**config.mk**
```make
export PLATFORM = sky130hd
export DESIGN_NAME = tlb_page_table_translation_flat
export DESIGN_NICKNAME = d
export VERILOG_FILES = /design/src/rtl/tlb_ptt_pkg.sv /design/src/rtl/tlb_ptt_if.sv /design/src/rtl/tlb_ptt_cam.sv /design/src/rtl/tlb_ptt_page_table.sv /design/src/rtl/tlb_page_table_translation.sv /design/src/flat_wrapper.sv
export SDC_FILE = /design/constraint.sdc
export NUM_CORES = 2
export LEC_CHECK = 0
export ABC_AREA = 1
export BUFFER_PORTS_ARGS = -buffer_cell sky130_fd_sc_hd__buf_2
export CAP_MARGIN = 40
export CORE_AREA = 2 2 439 441
export DETAILED_ROUTE_END_ITERATION = 12
export DIE_AREA = 0 0 441 443
export PLACE_DENSITY = 0.77
export SLEW_MARGIN = 20
export SYNTH_ARGS = -nofsm -noshare
export SYNTH_HDL_FRONTEND = slang
export SYNTH_SLANG_ARGS = --single-unit
```
**constraint.sdc**
```tcl
create_clock -name clk_i -period 12.8 [get_ports clk_i]
set_clock_uncertainty 0.2 [all_clocks]
set_input_delay 2.56 -clock clk_i [delete_from_list [all_inputs] [get_ports clk_i]]
set_output_delay 2.56 -clock clk_i [all_outputs]
set_load 0.01 [all_outputs]
```
**src/rtl/tlb_ptt_pkg.sv**
```systemverilog
// Package: sizes, constants and interface structs of the translation block.
package tlb_ptt_pkg;

  localparam int TLB_ENTRIES = 16;
  localparam int PAGE_BITS   = 8;
  localparam int OFFSET_BITS = 8;
  localparam int ADDR_W      = 16;
  localparam int COUNT_W     = 16;
  localparam int NUM_PAGES   = 1 << PAGE_BITS;
  localparam int FREE_W      = PAGE_BITS + 1;
  localparam int PHYS_W      = (PAGE_BITS + OFFSET_BITS > ADDR_W) ?
                               (PAGE_BITS + OFFSET_BITS) : ADDR_W;

  typedef logic [PAGE_BITS-1:0]   page_t;
  typedef logic [PAGE_BITS-1:0]   frame_t;
  typedef logic [OFFSET_BITS-1:0] offset_t;
  typedef logic [ADDR_W-1:0]      addr_t;
  typedef logic [COUNT_W-1:0]     count_t;

  // TLB insert request and lookup result
  typedef struct packed {
    logic   en;
    page_t  page;
    frame_t frame;
  } cam_ins_t;

  typedef struct packed {
    logic   hit;
    frame_t frame;
  } cam_res_t;

  // Page table access and registered read data
  typedef struct packed {
    logic   rd_en;
    logic   wr_en;
    page_t  page;
    frame_t frame;
  } tbl_req_t;

  typedef struct packed {
    logic   valid;
    frame_t frame;
  } tbl_rsp_t;

endpackage

```
**src/rtl/tlb_ptt_if.sv**
```systemverilog
// Valid/ready channel interfaces for address requests and translation results.
interface tlb_ptt_req_if;
  logic                 valid;
  logic                 ready;
  tlb_ptt_pkg::addr_t   logical_address;

  modport source (output valid, output logical_address, input ready);
  modport sink (input valid, input logical_address, output ready);
endinterface

interface tlb_ptt_rsp_if;
  logic                 valid;
  logic                 ready;
  tlb_ptt_pkg::addr_t   physical_address;
  logic                 tlb_hit;
  logic                 page_fault;
  tlb_ptt_pkg::count_t  hit_count;
  tlb_ptt_pkg::count_t  fault_count;

  modport source (output valid, output physical_address, output tlb_hit,
                  output page_fault, output hit_count, output fault_count,
                  input ready);
  modport sink (input valid, input physical_address, input tlb_hit,
                input page_fault, input hit_count, input fault_count,
                output ready);
endinterface

```
**src/rtl/tlb_ptt_cam.sv**
```systemverilog
// TLB: shift-register entries with parallel page compare, FIFO insert at entry 0.
module tlb_ptt_cam (
  input  logic                  clk_i,
  input  logic                  rst_ni,
  input  tlb_ptt_pkg::page_t    page_i,
  input  tlb_ptt_pkg::cam_ins_t ins_i,
  output tlb_ptt_pkg::cam_res_t res_o
);

  tlb_ptt_pkg::page_t  page_q  [tlb_ptt_pkg::TLB_ENTRIES];
  tlb_ptt_pkg::frame_t frame_q [tlb_ptt_pkg::TLB_ENTRIES];
  logic [tlb_ptt_pkg::TLB_ENTRIES-1:0] valid_q;

  // lowest matching entry wins: scan from the top, lower entries override
  always_comb begin
    res_o = '0;
    for (int i = tlb_ptt_pkg::TLB_ENTRIES - 1; i >= 0; i--) begin
      if (valid_q[i] && (page_q[i] == page_i)) begin
        res_o.hit   = 1'b1;
        res_o.frame = frame_q[i];
      end
    end
  end

  always_ff @(posedge clk_i or negedge rst_ni) begin
    if (!rst_ni) begin
      valid_q <= '0;
      for (int i = 0; i < tlb_ptt_pkg::TLB_ENTRIES; i++) begin
        page_q[i]  <= '0;
        frame_q[i] <= '0;
      end
    end else if (ins_i.en) begin
      for (int i = tlb_ptt_pkg::TLB_ENTRIES - 1; i > 0; i--) begin
        page_q[i]  <= page_q[i-1];
        frame_q[i] <= frame_q[i-1];
        valid_q[i] <= valid_q[i-1];
      end
      page_q[0]  <= ins_i.page;
      frame_q[0] <= ins_i.frame;
      valid_q[0] <= 1'b1;
    end
  end

endmodule

```
**src/rtl/tlb_ptt_page_table.sv**
```systemverilog
// Page table: frame RAM with registered read data plus per-page valid flops.
module tlb_ptt_page_table (
  input  logic                  clk_i,
  input  logic                  rst_ni,
  input  tlb_ptt_pkg::tbl_req_t req_i,
  output tlb_ptt_pkg::tbl_rsp_t rsp_o
);

  tlb_ptt_pkg::frame_t frame_mem [tlb_ptt_pkg::NUM_PAGES];
  logic [tlb_ptt_pkg::NUM_PAGES-1:0] valid_q;
  logic                rd_valid_q;
  tlb_ptt_pkg::frame_t rd_frame_q;

  always_ff @(posedge clk_i) begin
    if (req_i.wr_en) begin
      frame_mem[req_i.page] <= req_i.frame;
    end
    if (req_i.rd_en) begin
      rd_frame_q <= frame_mem[req_i.page];
    end
  end

  always_ff @(posedge clk_i or negedge rst_ni) begin
    if (!rst_ni) begin
      valid_q    <= '0;
      rd_valid_q <= 1'b0;
    end else begin
      if (req_i.wr_en) begin
        valid_q[req_i.page] <= 1'b1;
      end
      if (req_i.rd_en) begin
        rd_valid_q <= valid_q[req_i.page];
      end
    end
  end

  assign rsp_o.valid = rd_valid_q;
  assign rsp_o.frame = rd_frame_q;

endmodule

```
**src/rtl/tlb_page_table_translation.sv**
```systemverilog
// Translates a logical address to a physical one. A request is taken, its page is
// compared against all TLB entries in the next cycle while the page table RAM is
// read, and in the cycle after that the frame is resolved (TLB hit, table entry,
// or a newly allocated frame on a page fault), the TLB is updated on a miss, the
// page table on a fault, and the result is registered. A new request can be taken
// in the same resolve cycle, when the output is free; the lookup cycle runs the TLB
// compare alongside the registered page table RAM read. A held result stalls the
// resolve step until it is taken. No clearing pass runs after reset: page table
// entries carry valid flops.
module tlb_page_table_translation (
  input  logic          clk_i,
  input  logic          rst_ni,
  tlb_ptt_req_if.sink   req_i,
  tlb_ptt_rsp_if.source rsp_o
);

  typedef enum logic [1:0] {
    ST_IDLE,
    ST_LOOKUP,
    ST_RESOLVE
  } state_e;

  state_e                state_q, state_d;
  tlb_ptt_pkg::page_t    page_q;
  tlb_ptt_pkg::offset_t  offset_q;
  logic                  hit_q;
  tlb_ptt_pkg::frame_t   tlb_frame_q;
  logic [tlb_ptt_pkg::FREE_W-1:0] next_free_q;
  tlb_ptt_pkg::count_t   hits_q, faults_q;

  logic                  rsp_valid_q;
  tlb_ptt_pkg::addr_t    phys_q;
  logic                  rsp_hit_q, rsp_fault_q;

  tlb_ptt_pkg::cam_ins_t cam_ins;
  tlb_ptt_pkg::cam_res_t cam_res;
  tlb_ptt_pkg::tbl_req_t tbl_req;
  tlb_ptt_pkg::tbl_rsp_t tbl_rsp;

  logic                  out_free, accept, fire, fault;
  tlb_ptt_pkg::frame_t   frame;
  logic [tlb_ptt_pkg::PHYS_W-1:0] addr_ext, phys_full;

  assign out_free    = !rsp_valid_q || rsp_o.ready;
  assign req_i.ready = (state_q == ST_IDLE) || ((state_q == ST_RESOLVE) && out_free);
  assign accept      = req_i.valid && req_i.ready;
  assign fire        = (state_q == ST_RESOLVE) && out_free;

  assign addr_ext = tlb_ptt_pkg::PHYS_W'(req_i.logical_address);

  assign fault = !hit_q && !tbl_rsp.valid;
  always_comb begin
    priority if (hit_q)     frame = tlb_frame_q;
    else if (tbl_rsp.valid) frame = tbl_rsp.frame;
    else                    frame = next_free_q[tlb_ptt_pkg::PAGE_BITS-1:0];
  end
  assign phys_full = tlb_ptt_pkg::PHYS_W'({frame, offset_q});

  assign cam_ins.en    = fire && !hit_q;
  assign cam_ins.page  = page_q;
  assign cam_ins.frame = frame;

  assign tbl_req.rd_en = (state_q == ST_LOOKUP);
  assign tbl_req.wr_en = fire && fault;
  assign tbl_req.page  = page_q;
  assign tbl_req.frame = frame;

  tlb_ptt_cam u_cam (
    .clk_i  (clk_i),
    .rst_ni (rst_ni),
    .page_i (page_q),
    .ins_i  (cam_ins),
    .res_o  (cam_res)
  );

  tlb_ptt_page_table u_table (
    .clk_i  (clk_i),
    .rst_ni (rst_ni),
    .req_i  (tbl_req),
    .rsp_o  (tbl_rsp)
  );

  always_comb begin
    state_d = state_q;
    unique case (state_q)
      ST_IDLE:    if (accept) state_d = ST_LOOKUP;
      ST_LOOKUP:  state_d = ST_RESOLVE;
      ST_RESOLVE: if (fire) state_d = accept ? ST_LOOKUP : ST_IDLE;
      default:    state_d = ST_IDLE;
    endcase
  end

  always_ff @(posedge clk_i or negedge rst_ni) begin
    if (!rst_ni) begin
      state_q     <= ST_IDLE;
      page_q      <= '0;
      offset_q    <= '0;
      hit_q       <= 1'b0;
      tlb_frame_q <= '0;
      next_free_q <= '0;
      hits_q      <= '0;
      faults_q    <= '0;
      rsp_valid_q <= 1'b0;
      phys_q      <= '0;
      rsp_hit_q   <= 1'b0;
      rsp_fault_q <= 1'b0;
    end else begin
      state_q <= state_d;
      if (accept) begin
        page_q   <= addr_ext[tlb_ptt_pkg::OFFSET_BITS +: tlb_ptt_pkg::PAGE_BITS];
        offset_q <= addr_ext[tlb_ptt_pkg::OFFSET_BITS-1:0];
      end
      if (state_q == ST_LOOKUP) begin
        hit_q       <= cam_res.hit;
        tlb_frame_q <= cam_res.frame;
      end
      if (fire) begin
        if (hit_q && (hits_q != '1)) begin
          hits_q <= hits_q + 1'b1;
        end
        if (fault) begin
          if (faults_q != '1) faults_q <= faults_q + 1'b1;
          if (next_free_q != tlb_ptt_pkg::FREE_W'(tlb_ptt_pkg::NUM_PAGES)) begin
            next_free_q <= next_free_q + 1'b1;
          end
        end
        rsp_valid_q <= 1'b1;
        phys_q      <= phys_full[tlb_ptt_pkg::ADDR_W-1:0];
        rsp_hit_q   <= hit_q;
        rsp_fault_q <= fault;
      end else if (rsp_o.ready) begin
        rsp_valid_q <= 1'b0;
      end
    end
  end

  // counters are registered with the result, so they already include this request
  assign rsp_o.valid            = rsp_valid_q;
  assign rsp_o.physical_address = phys_q;
  assign rsp_o.tlb_hit          = rsp_hit_q;
  assign rsp_o.page_fault       = rsp_fault_q;
  assign rsp_o.hit_count        = hits_q;
  assign rsp_o.fault_count      = faults_q;

endmodule

```
**src/flat_wrapper.sv**
```systemverilog
// flat-port wrapper written by rule: the top's interface ports become plain ports
module tlb_page_table_translation_flat 
  (clk_i, rst_ni, req_i_valid, req_i_logical_address, req_i_ready, rsp_o_valid, rsp_o_physical_address, rsp_o_tlb_hit, rsp_o_page_fault, rsp_o_hit_count, rsp_o_fault_count, rsp_o_ready);
  tlb_ptt_req_if req_i_i ();
  tlb_ptt_rsp_if rsp_o_i ();
  input  logic clk_i;
  input  logic rst_ni;
  input wire logic [$bits(req_i_i.valid)-1:0] req_i_valid;
  input wire logic [$bits(req_i_i.logical_address)-1:0] req_i_logical_address;
  output wire logic [$bits(req_i_i.ready)-1:0] req_i_ready;
  output wire logic [$bits(rsp_o_i.valid)-1:0] rsp_o_valid;
  output wire logic [$bits(rsp_o_i.physical_address)-1:0] rsp_o_physical_address;
  output wire logic [$bits(rsp_o_i.tlb_hit)-1:0] rsp_o_tlb_hit;
  output wire logic [$bits(rsp_o_i.page_fault)-1:0] rsp_o_page_fault;
  output wire logic [$bits(rsp_o_i.hit_count)-1:0] rsp_o_hit_count;
  output wire logic [$bits(rsp_o_i.fault_count)-1:0] rsp_o_fault_count;
  input wire logic [$bits(rsp_o_i.ready)-1:0] rsp_o_ready;
  assign req_i_i.valid = req_i_valid;
  assign req_i_i.logical_address = req_i_logical_address;
  assign req_i_ready = req_i_i.ready;
  assign rsp_o_valid = rsp_o_i.valid;
  assign rsp_o_physical_address = rsp_o_i.physical_address;
  assign rsp_o_tlb_hit = rsp_o_i.tlb_hit;
  assign rsp_o_page_fault = rsp_o_i.page_fault;
  assign rsp_o_hit_count = rsp_o_i.hit_count;
  assign rsp_o_fault_count = rsp_o_i.fault_count;
  assign rsp_o_i.ready = rsp_o_ready;
  tlb_page_table_translation u_core (.clk_i(clk_i), .rst_ni(rst_ni), .req_i(req_i_i), .rsp_o(rsp_o_i));
endmodule
```
After elaboration in Yosys (flattened, before gate mapping):

Memory sizes are Yosys's and may differ from the RTL's. A register that Yosys moved wholly into a read port is not among the register bits.
Index checks and enable logic that the tools add are counted.

* add/sub/neg operators: 3
* multiply operators: 0
* div/mod/pow operators: 0
* magnitude comparators: 2
* equal/unequal tests: 23
* shift operators: 0
* muxes and demuxes: 30
* bitwise gates (word level): 1
* reduce and logical (&&, ||, !) cells: 34

Operator list (number)
* bitwise OR 256 bit: 1
* two-way mux 9 bit: 16
* == test 8 bit: 16
* adder 16 x 1 -> 16 bit, second input constant: 2
* != test 16 bit, second input constant: 2
* logical AND 1 bit: 23
* two-way mux 8 bit: 2
* adder 9 x 1 -> 9 bit, second input constant: 1
* < comparator 8 x 9 -> 1 bit, second input constant: 1
* != test 9 bit, second input constant: 1
* binary-select mux 1 bit (select 8 bit): 1
* demux 1 bit (select 8 bit): 1
* >= comparator 8 x 1 -> 1 bit, second input constant: 1
* two-way mux 1 bit: 7
* case mux 2 bit (3 select lines): 1
* AND reduction 3 bit: 2
* two-way mux 2 bit: 2
* != test 2 x 1 -> 1 bit, second input constant: 2
* AND reduction 2 bit: 2
* logical NOT 1 bit: 3
* == test 2 x 1 -> 1 bit, second input constant: 1
* == test 2 bit, second input constant: 1
* logical NOT 2 bit: 1
* logical OR 1 bit: 2
* nonzero test 2 bit: 1

* register bits: 616
* bits in latches: 0
* bits in writable memories: 2048
* memory bits (read-only): 0
* input bits: 20
* memories: 1

Memory list
* u_core.u_table.frame_mem: words 256, width 8, rd ports 1, clocked after Yosys merged registers in 1, wr ports 1, RTL line tlb_ptt_page_table.sv:9 `tlb_ptt_pkg::frame_t frame_mem [tlb_ptt_pkg::NUM_PAGES];`

Depth between registers and ports, before layout:

* word-level depth: 18
* depth in mapped cells: 22

Modules after synthesis:

Synthesis repeated with hierarchy kept, for this count alone.

* cells, all modules: 8695
* area total of the unflattened synthesis: 106792.4 µm²

By module, submodules not included
* tlb_ptt_page_table: times used 1, cells an instance 6481, area an instance 89096.7 µm²
* tlb_ptt_cam: times used 1, cells an instance 1623, area an instance 13206.4 µm²
* tlb_page_table_translation: times used 1, cells an instance 591, area an instance 4489.3 µm²

Least setup slack after synthesis:

Ideal clock, no wire load.

* path kind: input to output
* start: input port rsp_o_ready
* end: output port req_i_ready
* arrival time: 3202 ps
* data required time: 10040 ps
* setup slack: 6838 ps
* cell stages on the path: 4
* path through: nor2_1 -> inv_1 -> o21ai_0 -> inv_1

* word-level cells in the longest chain between the ends: 3

RTL lines
* start: declaration: RTL line flat_wrapper.sv:17 `input wire logic [$bits(rsp_o_i.ready)-1:0] rsp_o_ready;`
* logical OR 1 bit: RTL line tlb_page_table_translation.sv:44 `assign out_free = !rsp_valid_q || rsp_o.ready;`
* logical AND 1 bit: RTL line tlb_page_table_translation.sv:45 `assign req_i.ready = (state_q == ST_IDLE) || ((state_q == ST_RESOLVE) && out_free);`
* logical OR 1 bit: RTL line tlb_page_table_translation.sv:45
* end: declaration: RTL line flat_wrapper.sv:10 `output wire logic [$bits(req_i_i.ready)-1:0] req_i_ready;`

No other way between the ends.

Worst setup path in the final report:

Same ends and word-level chain as after synthesis.

==> out/summary.txt <==
STATUS
-----------------------------------------------------------------------------------------
Outcome                                                                      complete, no violations

WORST SETUP PATH
-----------------------------------------------------------------------------------------
Crit path cell chain                                                         buf_2, nor2_1, inv_1, o21ai_0, inv_1, buf_2
Setup CP Type                                                                   in -> out
Critical Path Sink Type                                                        output pin
Critical Path Fanout Max                                                                3
Highest-delay cell along the critical path                                         nor2_1
Start of the worst register-to-register path                                 u_core.page_q[0]
Critical Path Source Type                                                      input port
Count of cells along the worst register-to-register path                               12
Required time of the critical path                                               10.04 ns
Crit path largest cell delay                                                      0.33 ns
Arrival time of data at the critical path endpoint                                3.51 ns
CP Launch Point                                                               rsp_o_ready

PWR
-----------------------------------------------------------------------------------------
Part of the power in the clock network                                              32.7%
PD cells                                                                       207 mW/mm²
Switching Fraction                                                                  30.9%
Combinational cell fraction of total power                                          20.5%
Worst-case vdd ir drop                                                         0.000235 V
Power Internal                                                                    16.7 mW
Switching power of the nets                                                       7.48 mW
Register share of total power                                                       46.8%
Leakage                                                                           43.4 nW

FLOORPLAN
-----------------------------------------------------------------------------------------
Starting utilization of the core area                                               54.6%
I/O pin count                                                                          72
Row count                                                                             161
Vert. Die Dim                                                                      443 µm
Die footprint                                                                   0.195 mm²
Core outline area                                                               0.191 mm²
Die extent in x                                                                    441 µm

CTS
-----------------------------------------------------------------------------------------
Max clock buf depth                                                                     4
Buffer cell driving the clock tree root                                         clkbuf_16
Clock slew at reported path FFs                                                   0.06 ns
Number of hold buffers added after cts                                                  0
CTS tree                                                                             done
Post-cts gate resize count                                                              0
Number of buffers created by CTS                                                      276
Post-CTS setup buffer count                                                             0
Total clock sinks                                                                    2672
Maximum level of the CTS H-tree                                                         5
Worst-Skew Late Latency                                                           0.93 ns

STA
-----------------------------------------------------------------------------------------
Number of pins with negative max-slew slack in the final report                         0
Setup repair after global routing missed its margin                                    no
Count of final hold-check violations                                                    0
Worst setup slack after layout                                                    6.53 ns
Maximum clock frequency                                                         0.159 GHz
Final Cycle Share                                                                   49.0%
Slew at the pin with the worst max-slew slack                                    0.986 ns
Worst slew margin relative to its limit                                             33.7%
Final min period                                                                  6.27 ns
Worst hold margin                                                                0.258 ns
Setup Viol. Count Final                                                                 0
Setup TNS                                                                            0 ns

ROUTING
-----------------------------------------------------------------------------------------
Routed vias                                                                         69600
Routed Antenna Nets                                                                     0
Number of detailed-routing iterations run before antenna repair                         9
Post-detailed-route via-to-cell ratio                                                6.50
Total wire length after detailed routing                                           289 mm
Starting DRT DRC Count                                                              10700
DRC violation count after routing                                                       0
Routed length per instance                                                        26.9 µm

LOGIC SYNTHESIS
-----------------------------------------------------------------------------------------
Sequential fraction of the synthesis area                                           73.9%
Avg Cell Area, Syn                                                               13.1 µm²
Proportion of register bits with asynchronous set or reset after synthesis          23.1%
Biggest area contributors in the synthesized netlist                         edfxtp_1 59%, dfrtp_1 15%, a22oi_1 7.9%, nand2_1 5.5%, o21ai_0 2.2%
Number of enable-type register cells in the synthesized netlist                      2056
Synthesized flop and latch total                                                     2672
Number of warning messages in the yosys log                                             0
Post-synth top area cell                                                         edfxtp_1
Gate count of the mapped netlist                                                     7959
Unique masters post-synth                                                              57
Area fraction of the dominant cell type after synthesis                             59.1%
Synthesized net count                                                                7983
Netlist Area Pre-Place                                                          0.104 mm²
Most used DFF post-synth                                                         edfxtp_1

CELLS AND AREA
-----------------------------------------------------------------------------------------
NumNets Final                                                                        7997
Fraction of final layout cells with drive strength greater than 1                   9.42%
Syn-to-layout area delta                                                            12.0%
Finished Core Util                                                                  61.2%

PLACE
-----------------------------------------------------------------------------------------
Number of buffers added on ports                                                       71
Worst slack at placement                                                          6.03 ns
Routability Congestion                                                              0.917
Placed wire-length estimate after detailed placement                               167 mm

MIN PATH
-----------------------------------------------------------------------------------------
Startpoint of the lowest-slack hold path                                     u_core.u_table.valid_q[146]
Number of cells on the worst hold path                                                  2
Hold WC Path Type                                                              reg -> reg

GLOBAL ROUTE
-----------------------------------------------------------------------------------------
Pin count of the biggest net entering global routing                                  249
Global-route wire length before repair                                             426 mm
Number of global-route vias before repair                                           67200
GRT Util Overall                                                                    29.1%
Initial antenna violation count                                                         3
Sum of overflow across all layers after global routing                                  0

RUN
-----------------------------------------------------------------------------------------
Number of violations of the max-capacitance limit                                       0

==> metrics by stage <==
step / power (mW) / cell area (µm²) / instances
after floorplan: 14.3 / 104000 / 7959
after global placement: 16.0 / 107000 / 10200
after detailed placement: 16.2 / 108000 / 10200
after CTS: 24.0 / 117000 / 10700
after global routing: 24.9 / 117000 / 10700
final: 24.2 / 117000 / 10700
==> final timing paths <==
check                                                     to  slack [ns]
worst max-delay path                             req_i_ready        6.53
worst min-delay path             u_core.u_table.valid_q[146]        0.26
worst max register to register  u_core.u_table.rd_frame_q[3]        6.98
worst min register to register   u_core.u_table.valid_q[146]        0.26
max in group asynchronous         u_core.u_table.valid_q[25]        8.78
min in group asynchronous            u_core.u_cam.frame_q[2]        1.49
==> flip-flops by register name, summed over array words and instances (netlist names) <==
name and cells:
u_core.u_table.rd_frame_q 8, u_core.u_table.frame_mem 2048, u_core.offset_q 8, u_core.rsp_o.physical_address 16, u_core.rsp_o.hit_count 16, u_core.tlb_frame_q 8, u_core.u_table.valid_q 256, u_core.hit_q 1
u_core.rsp_o.tlb_hit 1, u_core.rsp_o.valid 1, u_core.next_free_q 9, u_core.rsp_o.page_fault 1, u_core.u_cam.frame_q 128, u_core.page_q 8, u_core.u_table.rd_valid_q 1, u_core.u_cam.valid_q 16
u_core.state_q 2, u_core.u_cam.page_q 128, u_core.rsp_o.fault_count 16
==> cells by family (layout without fill, tap and decap cells) <==
kind of cell / Yosys count / after routing / synth area share [%]
mux: 1 / 1 / 0.0108
other cells: 0 / 11 / 0
compound gates: 2036 / 2036 / 13.1
fa+ha+maj: 4 / 4 / 0.0479
buf+inv: 872 / 1088 / 3.32
xor+xnor: 66 / 66 / 0.553
flops: 2672 / 2672 / 73.9
simple gates: 2308 / 2308 / 9.10
==> cell usage in the layout, fill, tap and decap left out, types with 18 or more instances in the layout <==
| master | Yosys | final |
|---|---|---|
| a21boi_0 | 73 | 73 |
| a21oi_1 | 212 | 212 |
| a22oi_1 | 1100 | 1100 |
| buf_12 | 0 | 26 |
| buf_16 | 0 | 18 |
| buf_2 | 129 | 76 |
| buf_4 | 9 | 90 |
| buf_8 | 0 | 21 |
| bufinv_16 | 0 | 23 |
| clkbuf_1 | 325 | 60 |
| clkbuf_16 | 0 | 284 |
| clkinv_1 | 2 | 29 |
| clkinv_2 | 0 | 48 |
| dfrtp_1 | 616 | 616 |
| edfxtp_1 | 2056 | 2056 |
| inv_1 | 359 | 357 |
| nand2_1 | 1538 | 1516 |
| nand3_1 | 45 | 45 |
| nand4_1 | 70 | 70 |
| nor2_1 | 429 | 423 |
| nor3_1 | 32 | 32 |
| nor4_1 | 34 | 33 |
| o21ai_0 | 453 | 453 |
| o221ai_1 | 66 | 66 |
| o22ai_1 | 25 | 25 |
| o31ai_1 | 44 | 44 |
| or2_1 | 54 | 54 |
| or2_2 | 74 | 74 |
| xnor2_1 | 24 | 24 |
| xor2_1 | 42 | 42 |
==> critical path: cells and delay by family <==
| family | cells | cell delay [ns] |
|---|---|---|
| compound gates | 1 | 0.18 |
| simple gates | 1 | 0.33 |
| buf+inv | 4 | 0.45 |
==> synthesized netlist by cell type, types with 73 or more instances <==
library cell and count:
a22oi_1 1100, edfxtp_1 2056, a21oi_1 212, a21boi_0 73, inv_1 359, or2_2 74, nor2_1 429, o21ai_0 453
dfrtp_1 616, nand2_1 1538, clkbuf_1 325, buf_2 129
==> per-layer routing <==
layer | GRT usage (%) | wire [µm] | vias up | share of wire (%)
met5 | 0.0993 | 0 | - | 0
met4 | 13.6 | 14800 | 0 | 5.1
met3 | 8.24 | 38100 | 859 | 13
met2 | 44.2 | 132000 | 5422 | 46
met1 | 38.9 | 104000 | 34100 | 36
li1 | - | - | 29200 | -
==> power by group through the flow <==
| stage | combinational, mW | clock, mW | sequential (mW) |
|---|---|---|---|
| finish | 4.97 | 7.91 | 11.3 |
| global route | 5.26 | 8.27 | 11.4 |
| CTS | 4.77 | 7.93 | 11.3 |
| detailed placement | 4.75 | 0 | 11.5 |
| global placement | 4.50 | 0 | 11.5 |
| floorplan | 2.49 | 0 | 11.8 |
==> cell type report <==
cell class                 instances  area [µm²]
inverter                         375        1430
multi-input combinational       4415       24000
clock inverter                   121        1230
fill                           13400       74200
tap                             2526        3160
sequential                      2672       77200
timing repair buffer             233        2410
clock buffer                     359        7530
antenna                           11        27.5
Power figures use the tool's default switching activity.
